## config.mk

```make
export PLATFORM = sky130hd
export DESIGN_NAME = json_stream_tokenizer
export DESIGN_NICKNAME = d
export VERILOG_FILES = /design/src/jst_pkg.sv /design/src/jst_lexer.sv /design/src/json_stream_tokenizer.sv
export VERILOG_INCLUDE_DIRS = /design/src /design/src/src
export SDC_FILE = /design/constraint.sdc
export NUM_CORES = 1
export LEC_CHECK = 0
export ABC_AREA = 1
export BUFFER_PORTS_ARGS = -buffer_cell sky130_fd_sc_hd__buf_4
export CORE_ASPECT_RATIO = 1.75
export CORE_UTILIZATION = 63
export DETAILED_ROUTE_END_ITERATION = 8
export PLACE_DENSITY = 0.81
export SYNTH_ARGS = -nofsm -noshare
export SYNTH_HDL_FRONTEND = slang
export SYNTH_SLANG_ARGS = --single-unit
```

## constraint.sdc

```tcl
create_clock -name clk -period 5.5 [get_ports clk]
set_input_delay 0.825 -clock clk [delete_from_list [all_inputs] [get_ports clk]]
set_output_delay 0.825 -clock clk [all_outputs]
set_load 0.03 [all_outputs]
```

## src/json_stream_tokenizer_assert.svh

```systemverilog
// Assertion macros for the tokenizer top module; clk and rst must be in scope.
`ifndef JSON_STREAM_TOKENIZER_ASSERT_SVH
`define JSON_STREAM_TOKENIZER_ASSERT_SVH

// Same-cycle implication, checked outside reset.
`define JST_ASSERT_NOW(lbl, ante, cons) \
  lbl: assert property (@(posedge clk) disable iff (rst) (ante) |-> (cons)) \
    else $error("tokenizer check failed");

// Next-cycle implication, checked outside reset.
`define JST_ASSERT_NEXT(lbl, ante, cons) \
  lbl: assert property (@(posedge clk) disable iff (rst) (ante) |=> (cons)) \
    else $error("tokenizer check failed");

`endif

```

## src/jst_pkg.sv

```systemverilog
// Types, character codes and keyword tables for the JSON stream tokenizer.
package jst_pkg;

  // Default width of the signed brace and bracket balances.
  localparam int JST_COUNT_WIDTH = 16;

  // Result queue depth and its pointer widths.
  localparam int QDEPTH = 4;
  localparam int QPTR_W = $clog2(QDEPTH);
  localparam int QCNT_W = $clog2(QDEPTH + 1);

  // Character codes.
  localparam logic [7:0] CH_QUOTE  = 8'h22;
  localparam logic [7:0] CH_BSLASH = 8'h5C;
  localparam logic [7:0] CH_DOT    = 8'h2E;
  localparam logic [7:0] CH_MINUS  = 8'h2D;
  localparam logic [7:0] CH_COMMA  = 8'h2C;
  localparam logic [7:0] CH_LBRACE = 8'h7B;
  localparam logic [7:0] CH_RBRACE = 8'h7D;
  localparam logic [7:0] CH_LBRACK = 8'h5B;
  localparam logic [7:0] CH_RBRACK = 8'h5D;
  localparam logic [7:0] CH_COLON  = 8'h3A;
  localparam logic [7:0] CH_ZERO   = 8'h30;
  localparam logic [7:0] CH_NINE   = 8'h39;
  localparam logic [7:0] CH_LOW_T  = 8'h74;
  localparam logic [7:0] CH_LOW_F  = 8'h66;
  localparam logic [7:0] CH_LOW_N  = 8'h6E;

  // Input item kinds.
  localparam logic KIND_TEXT = 1'b0;
  localparam logic KIND_END  = 1'b1;

  typedef enum logic [3:0] {
    EV_STR_BYTE   = 4'd0,
    EV_NUM_BYTE   = 4'd1,
    EV_STR_END    = 4'd2,
    EV_INT_END    = 4'd3,
    EV_DBL_END    = 4'd4,
    EV_COMMA      = 4'd5,
    EV_LBRACE     = 4'd6,
    EV_RBRACE     = 4'd7,
    EV_LBRACK     = 4'd8,
    EV_RBRACK     = 4'd9,
    EV_COLON      = 4'd10,
    EV_TRUE       = 4'd11,
    EV_FALSE      = 4'd12,
    EV_NULL       = 4'd13,
    EV_DOC_OK     = 4'd14,
    EV_DOC_BAD    = 4'd15
  } event_t;

  typedef enum logic [1:0] {
    MODE_IDLE = 2'd0,
    MODE_STR  = 2'd1,
    MODE_NUM  = 2'd2,
    MODE_KW   = 2'd3
  } lex_mode_t;

  typedef enum logic [1:0] {
    KW_TRUE  = 2'd0,
    KW_FALSE = 2'd1,
    KW_NULL  = 2'd2
  } kw_sel_t;

  // One result word as it sits in the output queue.
  typedef struct packed {
    event_t     ev;
    logic [7:0] payload;
    logic       last;
  } jst_word_t;

  // Up to two result words produced by one input item.
  typedef struct packed {
    logic      v0;
    logic      v1;
    jst_word_t w0;
    jst_word_t w1;
  } jst_push_t;

  // Expected letter of a keyword at a given position.
  function automatic logic [7:0] kw_char(input logic [1:0] sel, input logic [2:0] pos);
    logic [7:0] c;
    c = 8'h00;
    case (sel)
      KW_TRUE: begin
        case (pos)
          3'd0: c = 8'h74;
          3'd1: c = 8'h72;
          3'd2: c = 8'h75;
          3'd3: c = 8'h65;
          default: c = 8'h00;
        endcase
      end
      KW_FALSE: begin
        case (pos)
          3'd0: c = 8'h66;
          3'd1: c = 8'h61;
          3'd2: c = 8'h6C;
          3'd3: c = 8'h73;
          3'd4: c = 8'h65;
          default: c = 8'h00;
        endcase
      end
      KW_NULL: begin
        case (pos)
          3'd0: c = 8'h6E;
          3'd1: c = 8'h75;
          3'd2: c = 8'h6C;
          3'd3: c = 8'h6C;
          default: c = 8'h00;
        endcase
      end
      default: c = 8'h00;
    endcase
    return c;
  endfunction

  // Keyword length; zero for a selector that names no keyword.
  function automatic logic [2:0] kw_len(input logic [1:0] sel);
    logic [2:0] n;
    case (sel)
      KW_TRUE:  n = 3'd4;
      KW_FALSE: n = 3'd5;
      KW_NULL:  n = 3'd4;
      default:  n = 3'd0;
    endcase
    return n;
  endfunction

  // Event for a completed keyword.
  function automatic event_t kw_event(input logic [1:0] sel);
    event_t e;
    case (sel)
      KW_TRUE:  e = EV_TRUE;
      KW_FALSE: e = EV_FALSE;
      default:  e = EV_NULL;
    endcase
    return e;
  endfunction

endpackage

```

## src/jst_lexer.sv

```systemverilog
// Lexer state and the per-byte token decision for the JSON stream tokenizer.
module jst_lexer #(
  parameter int COUNT_WIDTH = jst_pkg::JST_COUNT_WIDTH
) (
  input  logic                clk,
  input  logic                rst,
  input  logic                take,
  input  logic                kind,
  input  logic [7:0]          text_byte,
  output jst_pkg::jst_push_t  push
);
  import jst_pkg::*;

  localparam logic signed [COUNT_WIDTH-1:0] CNT_MAX = {1'b0, {(COUNT_WIDTH-1){1'b1}}};
  localparam logic signed [COUNT_WIDTH-1:0] CNT_MIN = {1'b1, {(COUNT_WIDTH-1){1'b0}}};
  localparam logic signed [COUNT_WIDTH-1:0] CNT_ONE = {{(COUNT_WIDTH-1){1'b0}}, 1'b1};
  localparam logic signed [COUNT_WIDTH-1:0] CNT_ZERO = '0;

  lex_mode_t                      mode, mode_next;
  logic                           prev_bs, prev_bs_next;
  logic                           has_dot, has_dot_next;
  logic [1:0]                     kw_sel, kw_sel_next;
  logic [2:0]                     kw_pos, kw_pos_next;
  logic signed [COUNT_WIDTH-1:0]  brace, brace_next;
  logic signed [COUNT_WIDTH-1:0]  bracket, bracket_next;

  // Decision signals: a first word from the current mode, then the idle handling.
  logic       term_v;
  event_t     term_ev;
  logic [7:0] term_pay;
  logic       idle_run;
  logic       idle_v;
  event_t     idle_ev;
  logic [7:0] idle_pay;
  logic       is_digit;
  logic [2:0] pos_inc;

  assign is_digit = (text_byte inside {[CH_ZERO:CH_NINE]});
  assign pos_inc  = kw_pos + 3'd1;

  // State registers.
  always_ff @(posedge clk) begin
    if (rst) begin
      mode    <= MODE_IDLE;
      prev_bs <= 1'b0;
      has_dot <= 1'b0;
      kw_sel  <= KW_TRUE;
      kw_pos  <= 3'd0;
      brace   <= CNT_ZERO;
      bracket <= CNT_ZERO;
    end else if (take) begin
      mode    <= mode_next;
      prev_bs <= prev_bs_next;
      has_dot <= has_dot_next;
      kw_sel  <= kw_sel_next;
      kw_pos  <= kw_pos_next;
      brace   <= brace_next;
      bracket <= bracket_next;
    end
  end

  // Token decision for one input word.
  always_comb begin
    mode_next    = mode;
    prev_bs_next = prev_bs;
    has_dot_next = has_dot;
    kw_sel_next  = kw_sel;
    kw_pos_next  = kw_pos;
    brace_next   = brace;
    bracket_next = bracket;
    term_v       = 1'b0;
    term_ev      = EV_STR_BYTE;
    term_pay     = 8'h00;
    idle_run     = 1'b0;
    idle_v       = 1'b0;
    idle_ev      = EV_STR_BYTE;
    idle_pay     = 8'h00;

    if (kind == KIND_END) begin
      // Close any open string or number, report the balance, clear all state.
      if (mode == MODE_STR) begin
        term_v  = 1'b1;
        term_ev = EV_STR_END;
      end else if (mode == MODE_NUM) begin
        term_v  = 1'b1;
        term_ev = has_dot ? EV_DBL_END : EV_INT_END;
      end
      idle_v       = 1'b1;
      idle_ev      = (brace == CNT_ZERO && bracket == CNT_ZERO) ? EV_DOC_OK : EV_DOC_BAD;
      mode_next    = MODE_IDLE;
      prev_bs_next = 1'b0;
      has_dot_next = 1'b0;
      kw_sel_next  = KW_TRUE;
      kw_pos_next  = 3'd0;
      brace_next   = CNT_ZERO;
      bracket_next = CNT_ZERO;
    end else begin
      case (mode)
        MODE_STR: begin
          if (text_byte == CH_QUOTE && !prev_bs) begin
            mode_next    = MODE_IDLE;
            prev_bs_next = 1'b0;
            term_v       = 1'b1;
            term_ev      = EV_STR_END;
          end else begin
            prev_bs_next = (text_byte == CH_BSLASH);
            term_v       = 1'b1;
            term_ev      = EV_STR_BYTE;
            term_pay     = text_byte;
          end
        end
        MODE_NUM: begin
          if (is_digit || text_byte == CH_DOT) begin
            if (text_byte == CH_DOT) begin
              has_dot_next = 1'b1;
            end
            term_v   = 1'b1;
            term_ev  = EV_NUM_BYTE;
            term_pay = text_byte;
          end else begin
            // The terminating byte is handled again as an idle byte.
            term_v       = 1'b1;
            term_ev      = has_dot ? EV_DBL_END : EV_INT_END;
            mode_next    = MODE_IDLE;
            has_dot_next = 1'b0;
            idle_run     = 1'b1;
          end
        end
        MODE_KW: begin
          if (kw_pos < kw_len(kw_sel) && text_byte == kw_char(kw_sel, kw_pos)) begin
            if (pos_inc >= kw_len(kw_sel)) begin
              mode_next   = MODE_IDLE;
              kw_sel_next = KW_TRUE;
              kw_pos_next = 3'd0;
              term_v      = 1'b1;
              term_ev     = kw_event(kw_sel);
            end else begin
              kw_pos_next = pos_inc;
            end
          end else begin
            // Mismatch drops the partial word and retries the byte in idle.
            mode_next   = MODE_IDLE;
            kw_sel_next = KW_TRUE;
            kw_pos_next = 3'd0;
            idle_run    = 1'b1;
          end
        end
        default: begin
          idle_run = 1'b1;
        end
      endcase

      // Idle byte handling.
      if (idle_run) begin
        case (text_byte)
          CH_QUOTE: begin
            mode_next    = MODE_STR;
            prev_bs_next = 1'b0;
          end
          CH_COMMA: begin
            idle_v  = 1'b1;
            idle_ev = EV_COMMA;
          end
          CH_LBRACE: begin
            idle_v     = 1'b1;
            idle_ev    = EV_LBRACE;
            brace_next = (brace == CNT_MAX) ? brace : brace + CNT_ONE;
          end
          CH_RBRACE: begin
            idle_v     = 1'b1;
            idle_ev    = EV_RBRACE;
            brace_next = (brace == CNT_MIN) ? brace : brace - CNT_ONE;
          end
          CH_LBRACK: begin
            idle_v       = 1'b1;
            idle_ev      = EV_LBRACK;
            bracket_next = (bracket == CNT_MAX) ? bracket : bracket + CNT_ONE;
          end
          CH_RBRACK: begin
            idle_v       = 1'b1;
            idle_ev      = EV_RBRACK;
            bracket_next = (bracket == CNT_MIN) ? bracket : bracket - CNT_ONE;
          end
          CH_COLON: begin
            idle_v  = 1'b1;
            idle_ev = EV_COLON;
          end
          CH_LOW_T: begin
            mode_next   = MODE_KW;
            kw_sel_next = KW_TRUE;
            kw_pos_next = 3'd1;
          end
          CH_LOW_F: begin
            mode_next   = MODE_KW;
            kw_sel_next = KW_FALSE;
            kw_pos_next = 3'd1;
          end
          CH_LOW_N: begin
            mode_next   = MODE_KW;
            kw_sel_next = KW_NULL;
            kw_pos_next = 3'd1;
          end
          default: begin
            if (text_byte == CH_MINUS || is_digit) begin
              mode_next    = MODE_NUM;
              has_dot_next = 1'b0;
              idle_v       = 1'b1;
              idle_ev      = EV_NUM_BYTE;
              idle_pay     = text_byte;
            end
          end
        endcase
      end
    end
  end

  // Pack the words in order; the last one carries the end-of-run mark.
  always_comb begin
    push = '0;
    if (term_v) begin
      push.v0         = 1'b1;
      push.w0.ev      = term_ev;
      push.w0.payload = term_pay;
      push.w0.last    = !idle_v;
      push.v1         = idle_v;
      push.w1.ev      = idle_ev;
      push.w1.payload = idle_pay;
      push.w1.last    = 1'b1;
    end else begin
      push.v0         = idle_v;
      push.w0.ev      = idle_ev;
      push.w0.payload = idle_pay;
      push.w0.last    = 1'b1;
      push.v1         = 1'b0;
      push.w1         = '0;
    end
  end

endmodule

```

## src/json_stream_tokenizer.sv

```systemverilog
// Usage notes for the JSON stream tokenizer:
// The text channel (text_valid, text_stall, kind, text_byte) carries one word per
// JSON byte, or an end-of-document word when kind is high. The token channel
// (token_valid, token_stall, event_res, payload_byte, last_of_run) carries token
// events; last_of_run marks the final event caused by one text word, and a text
// word may cause zero, one or two events.
// A text word is decoded in the cycle it is accepted: lexer state updates at that
// edge and its events enter a four-word output queue, so the first event is
// visible in the cycle after acceptance.
// Throughput is one text word per cycle while the receiver keeps up and each word
// yields at most one event; a word yielding two events puts both in the queue, and
// the queue absorbs the difference until it holds three words, when text_stall
// rises. text_stall depends only on the queue fill level.
// While token_stall is high the head event holds steady and the queue fills.
// Synchronous reset clears the lexer state, both balances and the queue.
// An end-of-document word closes any open string or number, reports whether the
// brace and bracket balances are both zero, and returns the lexer to reset state.
module json_stream_tokenizer #(
  parameter int COUNT_WIDTH = jst_pkg::JST_COUNT_WIDTH
) (
  input  logic                clk,
  input  logic                rst,
  input  logic                text_valid,
  output logic                text_stall,
  input  logic                kind,
  input  logic [7:0]          text_byte,
  output logic                token_valid,
  input  logic                token_stall,
  output jst_pkg::event_t     event_res,
  output logic [7:0]          payload_byte,
  output logic                last_of_run
);
  import jst_pkg::*;

  `include "json_stream_tokenizer_assert.svh"

  logic              take;
  logic              pop;
  jst_push_t         push;
  jst_word_t         queue [QDEPTH];
  logic [QPTR_W-1:0] wr_ptr;
  logic [QPTR_W-1:0] rd_ptr;
  logic [QCNT_W-1:0] count;
  logic [QCNT_W-1:0] count_next;
  logic [QPTR_W-1:0] wr_ptr_next;
  logic [QCNT_W-1:0] push_n;
  jst_word_t         head;

  // Accept only while two queue slots are free.
  assign text_stall = (count > QCNT_W'(QDEPTH - 2));
  assign take       = text_valid && !text_stall;
  assign pop        = token_valid && !token_stall;

  jst_lexer #(
    .COUNT_WIDTH (COUNT_WIDTH)
  ) u_lexer (
    .clk       (clk),
    .rst       (rst),
    .take      (take),
    .kind      (kind),
    .text_byte (text_byte),
    .push      (push)
  );

  // Queue bookkeeping.
  always_comb begin
    push_n      = take ? (QCNT_W'(push.v0) + QCNT_W'(push.v1)) : '0;
    wr_ptr_next = wr_ptr + push_n[QPTR_W-1:0];
    count_next  = count + push_n - QCNT_W'(pop);
  end

  always_ff @(posedge clk) begin
    if (rst) begin
      wr_ptr <= '0;
      rd_ptr <= '0;
      count  <= '0;
    end else begin
      wr_ptr <= wr_ptr_next;
      count  <= count_next;
      if (pop) begin
        rd_ptr <= rd_ptr + QPTR_W'(1);
      end
    end
  end

  // Queue storage: the first word goes at the write pointer, the second after it.
  always_ff @(posedge clk) begin
    if (take && push.v0) begin
      queue[wr_ptr] <= push.w0;
    end
    if (take && push.v1) begin
      queue[wr_ptr + QPTR_W'(1)] <= push.w1;
    end
  end

  // Head of the queue drives the token channel.
  assign head         = queue[rd_ptr];
  assign token_valid  = (count != '0);
  assign event_res    = head.ev;
  assign payload_byte = head.payload;
  assign last_of_run  = head.last;

  // The fill level never passes the queue depth.
  `JST_ASSERT_NOW(a_count_bound, 1'b1, count <= QCNT_W'(QDEPTH))
  // A word that is not last in its run always has its partner queued behind it.
  `JST_ASSERT_NOW(a_run_partner, token_valid && !last_of_run, count >= QCNT_W'(2))
  // A second word is never produced without a first one.
  `JST_ASSERT_NOW(a_push_order, take && push.v1, push.v0)
  // End of document always yields its closing report.
  `JST_ASSERT_NOW(a_doc_report, take && kind == KIND_END, push.v0)
  // A queued word shows up on the token channel in the next cycle.
  `JST_ASSERT_NEXT(a_push_visible, take && push.v0, token_valid)

endmodule

```

==> metrics.md, run 1 <==
| Metric | Value |
|---|---|
| CTS tree | yes |
| Final Skew | 0.0137 ns |
| Multi-input gate area | 4440 um2 |
| Setup TNS | 0 ns |
| Count leader, synth | nand2_1 |
| Clock buffer depth | 2 |
| Layout Nets | 1130 |
| Flop2flop setup slack | 1.06 ns |
| Vias per cell | 5.93 |
| Reg2reg start | u_lexer.kw_pos[0]$_SDFFE_PP0P_ |
| Detailed Routing Iterations Pass 1 | 9 |
| Status | finished with violations |
| Kind of critical path | input port to flip-flop |
| Final setup viols | 0 |
| # fillers | 1024 |
| # clock sinks | 102 |
| Cell Int Power | 0.00135 W |
| Most used DFF post-synth | edfxtp_1 |
| Mapped cell area | 7550 um2 |
| Final std cells w/o fill | 1207 |
| Routability Congestion | 1.04 |
| Startpoint types | input port |
| Hold path depth | 2 |
| Multiplexer share of the synthesized area | 0% |
| Register area share after synthesis | 33.9% |
| Vias post-DR | 7163 |
| Max Cap Viol | 0 |
| Clock root buffer master | clkbuf_16 |
| GRT Util Overall | 33.2% |
| Complex-gate fraction of the synthesized area | 16.3% |
| CP endpoint kind | flip-flop |
| Initial antenna violation count | 0 |
| CP arrival | 4.44 ns |
| Row count | 52 |
| RSZ-0062 raised after global routing | false |
| Fin crit period | 4.47 ns |
| Flop pwr share | 42.9% |
| # resized after CTS | 0 |
| XOR/XNOR Fraction of Synth Area | 3.25% |
| Global-route wire length before repair | 32600 um |
| Die ar. | 12400 um2 |
| Critical Path, Cell by Cell | buf_4 -> nor2_1 -> inv_1 -> nor2_1 -> inv_1 -> nor4_1 -> nor2_1 -> nand3_1 -> or2_2 -> nand2_1 -> o21ai_0 -> ha_1 -> nand2_1 -> nor2_1 -> inv_1 -> nor2_1 -> buf_4 -> inv_1 -> o21ai_1 |
| TritonCTS buffer count | 9 |
| Max_slew headroom | 23.7% |
| Syn. warnings | 0 |
| VDD IR-drop max | 189 uV |
| Synth Net Count | 1118 |
| Post-Synth Adder-Cell Area | 8.58% |
| Pins Over Slew Limit | 0 |
| Fin crit share | 81.3% |
| Syn avg cell area | 7.16 um2 |
| Worst r2r path cells | 21 |
| Power Density | 252 nW/um2 |
| Worst skew pair latency | 0.36 ns |
| Post-Syn Instances | 1055 |
| Fmax | 224 MHz |
| Overall Power | 0.00205 W |
| Post-synth EDFFs | 52 |
| Worst-Margin Slew | 1.14 ns |
| Total placed cells including tap cells | 1191 |
| Synth-to-layout area growth | 7.62% |
| Top cell by count, worst path | nor2_1 |
| Total routed wirelength | 19400 um |
| Die Y | 147 um |
| Logic pwr share | 24.5% |
| Share of layout cells above drive strength 1 | 8.86% |
| Top delay family on crit path | simple AND/OR/NAND/NOR gates |
| Largest net degree at the start of global routing | 45 |
| Async SR Flop Fraction | 0% |
| CP Launch Point | text_byte[7] |
| DR WL/cell | 16.1 um |
| P_leak | 3.37 nW |
| DRC errors left | 3 |
| Net Switching | 0.000698 W |
| #FFs+latches synth | 102 |
| H-tree levels | 3 |
| Drt initial violations | 278 |
| Ant. Diodes | 0 |
| Die Width | 84.8 um |
| Top post-synthesis cells by area | edfxtp_1 (21%), dfxtp_1 (13%), nand2_1 (13%) |
| Main combinational cell family by area after synthesis | simple AND/OR/NAND/NOR gates |
| Clk pin slew, worst setup/hold paths | 0.08 ns |
| Critical Path Fanout Max | 16 |
| Clk network pwr share | 32.6% |
| Final Core Density | 69.8% |
| Flip-flop and latch area | 2560 um2 |
| Fin Hold WS | 0.480 ns |
| Vias in the first global route | 7066 |
| Max stage delay on crit path | 0.63 ns |
| Crit path to | queue[1][4]$_DFFE_PP_ |
| Instance count on the critical path | 19 |
| Switch share | 34.1% |
| Final hold viol count | 0 |
| Synth top area share | 20.7% |
| Antenna-violating nets left | 0 |
| Buffers inserted by post-CTS timing repair | 0 |
| IO Pins | 28 |
| R2R Path End | queue[1][4]$_DFFE_PP_ |
| Worst Hold Class | flip-flop to flip-flop |
| Cell taking the most area after synthesis | edfxtp_1 |
| Failing checks | DRC |
| Simple-gate portion of the synthesized area | 30.6% |
| Core footprint | 11600 um2 |
| Port Buffers | 27 |
| CP bufs+invs | 6 |
| Commonest cells post-synth | nand2_1 (254), nor2_1 (121), inv_1 (96) |
| Starting Density | 64.9% |
| Dpl hpwl | 15100 um |
| Total gr overflow | 0 |
| Critical path required time | 5.47 ns |
| Hold Buf Count CTS | 0 |
| Slowest cell on the critical path | o21ai_1 |
| Synth cell types | 48 |
-- tightest hold or removal path, stage by stage, from the launching register on --
cell and delay [ns]:
dfxtp_1 0.30, inv_1 0.06, a21oi_1 0.07
-- layout make-up --
| class | instances | area share, % |
|---|---|---|
| flip-flops and latches | 102 | 31.5 |
| repair buffers | 34 | 3.14 |
| clock inverters | 6 | 0.831 |
| inverters | 102 | 4.74 |
| well taps | 135 | 2.08 |
| clock buffers | 10 | 3.08 |
| multi-input cells | 818 | 54.6 |
-- power groups by stage --
| stage | clock network [W] | logic (W) | registers [W] |
|---|---|---|---|
| finish | 0.000667 | 0.000500 | 0.000878 |
| global route | 0.000702 | 0.000546 | 0.000884 |
| CTS | 0.000676 | 0.000501 | 0.000878 |
| detailed placement | 0 | 0.000499 | 0.000896 |
| global placement | 0 | 0.000491 | 0.000895 |
| floorplan | 0 | 0.000360 | 0.000873 |
-- state kept, by name, summed over array words and instances, names as in the netlist, named ones only --
signal	cells
u_lexer.kw_sel	2
count	3
u_lexer.bracket	16
u_lexer.brace	16
u_lexer.kw_pos	3
rd_ptr	2
u_lexer.prev_bs	1
queue	52
wr_ptr	2
u_lexer.mode	2
u_lexer.has_dot	1
-- per-layer routing --
| metal | up-vias | wire length (um) | track usage, % |
|---|---|---|---|
| li1 | 3582 | - | - |
| met1 | 3279 | 6850 | 31.8 |
| met2 | 212 | 10900 | 65.5 |
| met3 | 90 | 613 | 4.61 |
| met4 | 0 | 1070 | 18.9 |
| met5 | - | 0 | 0 |
-- per-stage QoR --
| stage | area (um2) | setup slack (ns) |
|---|---|---|
| 3_5_place_dp | 7810 | 0.740 |
| 6_report | 8130 | 1.03 |
| 2_1_floorplan | 7550 | 1.41 |
| 5_1_grt | 8130 | 0.681 |
| 3_3_place_gp | 7810 | 0.917 |
| 4_1_cts | 8130 | 1.07 |
-- cells by family (layout without fill, tap and decap cells) --
| group | Yosys count | in the layout |
|---|---|---|
| fa+ha+maj | 50 | 50 |
| buf+inv | 135 | 152 |
| flops | 102 | 102 |
| xor+xnor | 28 | 28 |
| compound gates | 228 | 228 |
| simple gates | 512 | 512 |
-- layout by cell type, fill, tap and decap left out, types with 4 or more instances in the layout --
| cell | n |
|---|---|
| nand3_1 | 58 |
| nor2_1 | 121 |
| nand3_2 | 7 |
| ha_1 | 47 |
| o21ai_0 | 69 |
| a21oi_1 | 85 |
| o21ai_1 | 34 |
| a21o_1 | 4 |
| inv_1 | 96 |
| clkbuf_16 | 10 |
| xnor2_1 | 12 |
| nand2_1 | 254 |
| nor2_2 | 5 |
| nand2_2 | 6 |
| or2_2 | 5 |
| nor2_4 | 4 |
| buf_4 | 34 |
| nand4_1 | 23 |
| nor3_1 | 12 |
| a211oi_1 | 5 |
| edfxtp_1 | 52 |
| o22ai_1 | 13 |
| xor2_1 | 16 |
| nor4_1 | 6 |
| inv_2 | 5 |
| o21bai_1 | 6 |
| nand2_4 | 4 |
| dfxtp_1 | 50 |
-- worst min path at each step --
stage	start	slack, ns	end
2_1_floorplan	rd_ptr[1]$_SDFFE_PP0P_	0.44	flip-flop
3_3_place_gp	rd_ptr[0]$_SDFFE_PP0P_	0.46	rd_ptr[0]$_SDFFE_PP0P_
3_5_place_dp	rd_ptr[0]$_SDFFE_PP0P_	0.46	flip-flop
4_1_cts	rd_ptr[0]$_SDFFE_PP0P_	0.48	flip-flop
5_1_grt	rd_ptr[0]$_SDFFE_PP0P_	0.50	rd_ptr[0]$_SDFFE_PP0P_
6_report	rd_ptr[1]$_SDFFE_PP0P_	0.48	rd_ptr[1]$_SDFFE_PP0P_
Power figures use the tool's default switching activity.
==> run 2, diff against run 1 <==
- clock period: 5.5 -> 4.2 ns (I/O delays scaled with it)
==> metrics.md, run 2 (synthesis results as in run 1) <==
| Metric | Value |
|---|---|
| Status | finished with violations |
| Failing checks | DRC |
| Starting Density | 64.9% |
| Fin crit period | 3.70 ns |
| DRC errors left | 3 |
| Fmax | 270 MHz |
| Die Y | 147 um |
| Global-route wire length before repair | 31200 um |
| Hold Buf Count CTS | 0 |
| Layout Nets | 1141 |
| Total placed cells including tap cells | 1202 |
| Biggest register | queue |
| Final setup viols | 0 |
| Die Width | 84.8 um |
| Total gr overflow | 0 |
| Critical Path, Cell by Cell | ha_1 -> ha_1 -> inv_1 -> ha_1 -> nand2_1 -> inv_1 -> o21ai_0 -> nor2_4 -> nand2_4 -> nand2_8 -> ha_1 -> nand2_1 -> ha_1 -> inv_1 -> ha_1 -> inv_1 -> fa_1 -> xor2_1 -> inv_1 -> nor2_1 |
| IO Pins | 28 |
| CP endpoint kind | flip-flop |
| Worst Hold Class | flip-flop to flip-flop |
| Die ar. | 12400 um2 |
| Row count | 52 |
| Clock buffer depth | 2 |
| Max_slew headroom | 47.5% |
| P_leak | 3.42 nW |
| Critical Path Fanout Max | 18 |
| Core footprint | 11600 um2 |
| Hold path depth | 1 |
| RSZ-0062 raised after global routing | false |
| Max Cap Viol | 0 |
| Top cell by count, worst path | ha_1 |
| Top delay family on crit path | adder cells |
| DR WL/cell | 15.4 um |
| Commonest non-fill, non-tap cell in the layout | nand2_1 |
| Worst Hold Endpoint | rd_ptr[0]$_SDFFE_PP0P_ |
| Worst r2r path cells | 20 |
| Worst-Margin Slew | 0.784 ns |
| Startpoint types | flip-flop |
| Drt initial violations | 295 |
| Slowest cell on the critical path | o21ai_0 |
| Vias per cell | 5.76 |
| Final Skew | 0.00986 ns |
| VDD IR-drop max | 217 uV |
| Routability Congestion | 1.01 |
| Vias post-DR | 7017 |
| Critical path required time | 4.44 ns |
| Final Core Density | 70.3% |
| Port Buffers | 27 |
| Most frequent cells in the layout | nand2_1 (254), nor2_1 (121), inv_1 (96) |
| Detailed Routing Iterations Pass 1 | 9 |
| CP bufs+invs | 5 |
| TritonCTS buffer count | 9 |
| Synth-to-layout area growth | 8.35% |
| Share of layout cells above drive strength 1 | 9.79% |
| Ant. Diodes | 0 |
| Total routed wirelength | 18800 um |
| Clock root buffer master | clkbuf_16 |
| Final hold viol count | 0 |
| Antenna-violating nets left | 0 |
| Worst skew pair latency | 0.36 ns |
| R2R Path End | count[2]$_SDFF_PP0_ |
| Largest regs | queue: 52 flops, u_lexer.brace: 16 flops, u_lexer.bracket: 16 flops |
| Initial antenna violation count | 0 |
| Dpl hpwl | 14700 um |
| H-tree levels | 3 |
| Hold Startpoint | rd_ptr[0]$_SDFFE_PP0P_ |
| Max stage delay on crit path | 0.41 ns |
| Reg2reg start | u_lexer.kw_pos[0]$_SDFFE_PP0P_ |
| Max FFs per register | 52 |
| Buffers inserted by post-CTS timing repair | 0 |
| Pins Over Slew Limit | 0 |
| CP arrival | 3.94 ns |
| # resized after CTS | 0 |
| Instance count on the critical path | 20 |
| GRT Util Overall | 31.5% |
| Largest net degree at the start of global routing | 45 |
| Fin crit share | 88.2% |
| CTS tree | yes |
| Power Density | 320 nW/um2 |
| Flop2flop setup slack | 0.50 ns |
| Kind of critical path | flip-flop to flip-flop |
| # clock sinks | 102 |
| Vias in the first global route | 6868 |
| Setup TNS | 0 ns |
| Clk pin slew, worst setup/hold paths | 0.08 ns |
| Final std cells w/o fill | 1218 |
## run 2: cell types whose count changed in the layout (fill, tap and decap cells not counted)
cell / before / now
clkbuf_16: 10 / 9
inv_8: 3 / 1
inv_6: 1 / 2
inv_4: 1 / 2
buf_4: 34 / 45
clkinv_2: 0 / 1
## run 2: through the flow
stage,power (W),hold WS [ns],area [um2],setup WS (ns)
after floorplan,0.00161,0.436,7550,0.226
after global placement,0.00181,0.453,7890,0.361
after detailed placement,0.00182,0.463,7890,0.339
after CTS,0.00263,0.481,8180,0.507
after global routing,0.00273,0.506,8180,0.177
final,0.00262,0.477,8180,0.497
## run 2: worst max path at each step
stage                                        start                    end
finish              u_lexer.kw_pos[0]$_SDFFE_PP0P_    count[2]$_SDFF_PP0_
global route        u_lexer.kw_pos[0]$_SDFFE_PP0P_    count[2]$_SDFF_PP0_
CTS                 u_lexer.kw_pos[0]$_SDFFE_PP0P_    count[2]$_SDFF_PP0_
detailed placement                    text_byte[7]    count[2]$_SDFF_PP0_
global placement                      text_byte[7]    count[2]$_SDFF_PP0_
floorplan           u_lexer.kw_pos[0]$_SDFFE_PP0P_  queue[0][0]$_DFFE_PP_
## run 2: final cells by class
| cell class | count | area [um2] |
|---|---|---|
| clock buffer | 9 | 225 |
| clock inverter | 7 | 65.1 |
| fill | 1001 | 3460 |
| inverter | 102 | 385 |
| multi-input combinational | 818 | 4440 |
| sequential | 102 | 2560 |
| tap | 135 | 169 |
| timing repair buffer | 45 | 338 |
## run 2: per-layer routing
metal / vias to the layer above / GRT usage (%) / routed length (um)
li1: 3615 / - / -
met1: 3172 / 29.4 / 6920
met2: 158 / 63.4 / 10500
met3: 72 / 3.82 / 504
met4: 0 / 18.1 / 881
met5: - / 0 / 0
## run 2: worst reg2reg max path: stages, from the launching register on
cell,delay [ns]
dfxtp_1,0.37
ha_1,0.24
ha_1,0.28
inv_1,0.05
ha_1,0.26
nand2_1,0.10
inv_1,0.06
o21ai_0,0.42
nor2_4,0.10
nand2_4,0.11
nand2_8,0.11
ha_1,0.30
nand2_1,0.07
ha_1,0.28
inv_1,0.05
ha_1,0.12
inv_1,0.05
fa_1,0.37
xor2_1,0.17
inv_1,0.06
nor2_1,0.03
## run 2: power breakdown
group	internal [W]	total (W)	switching [W]
logic	0.000213	0.000666	0.000454
clock network	0.000416	0.000821	0.000405
registers	0.00110	0.00113	0.0000297
total	0.00173	0.00262	0.000888
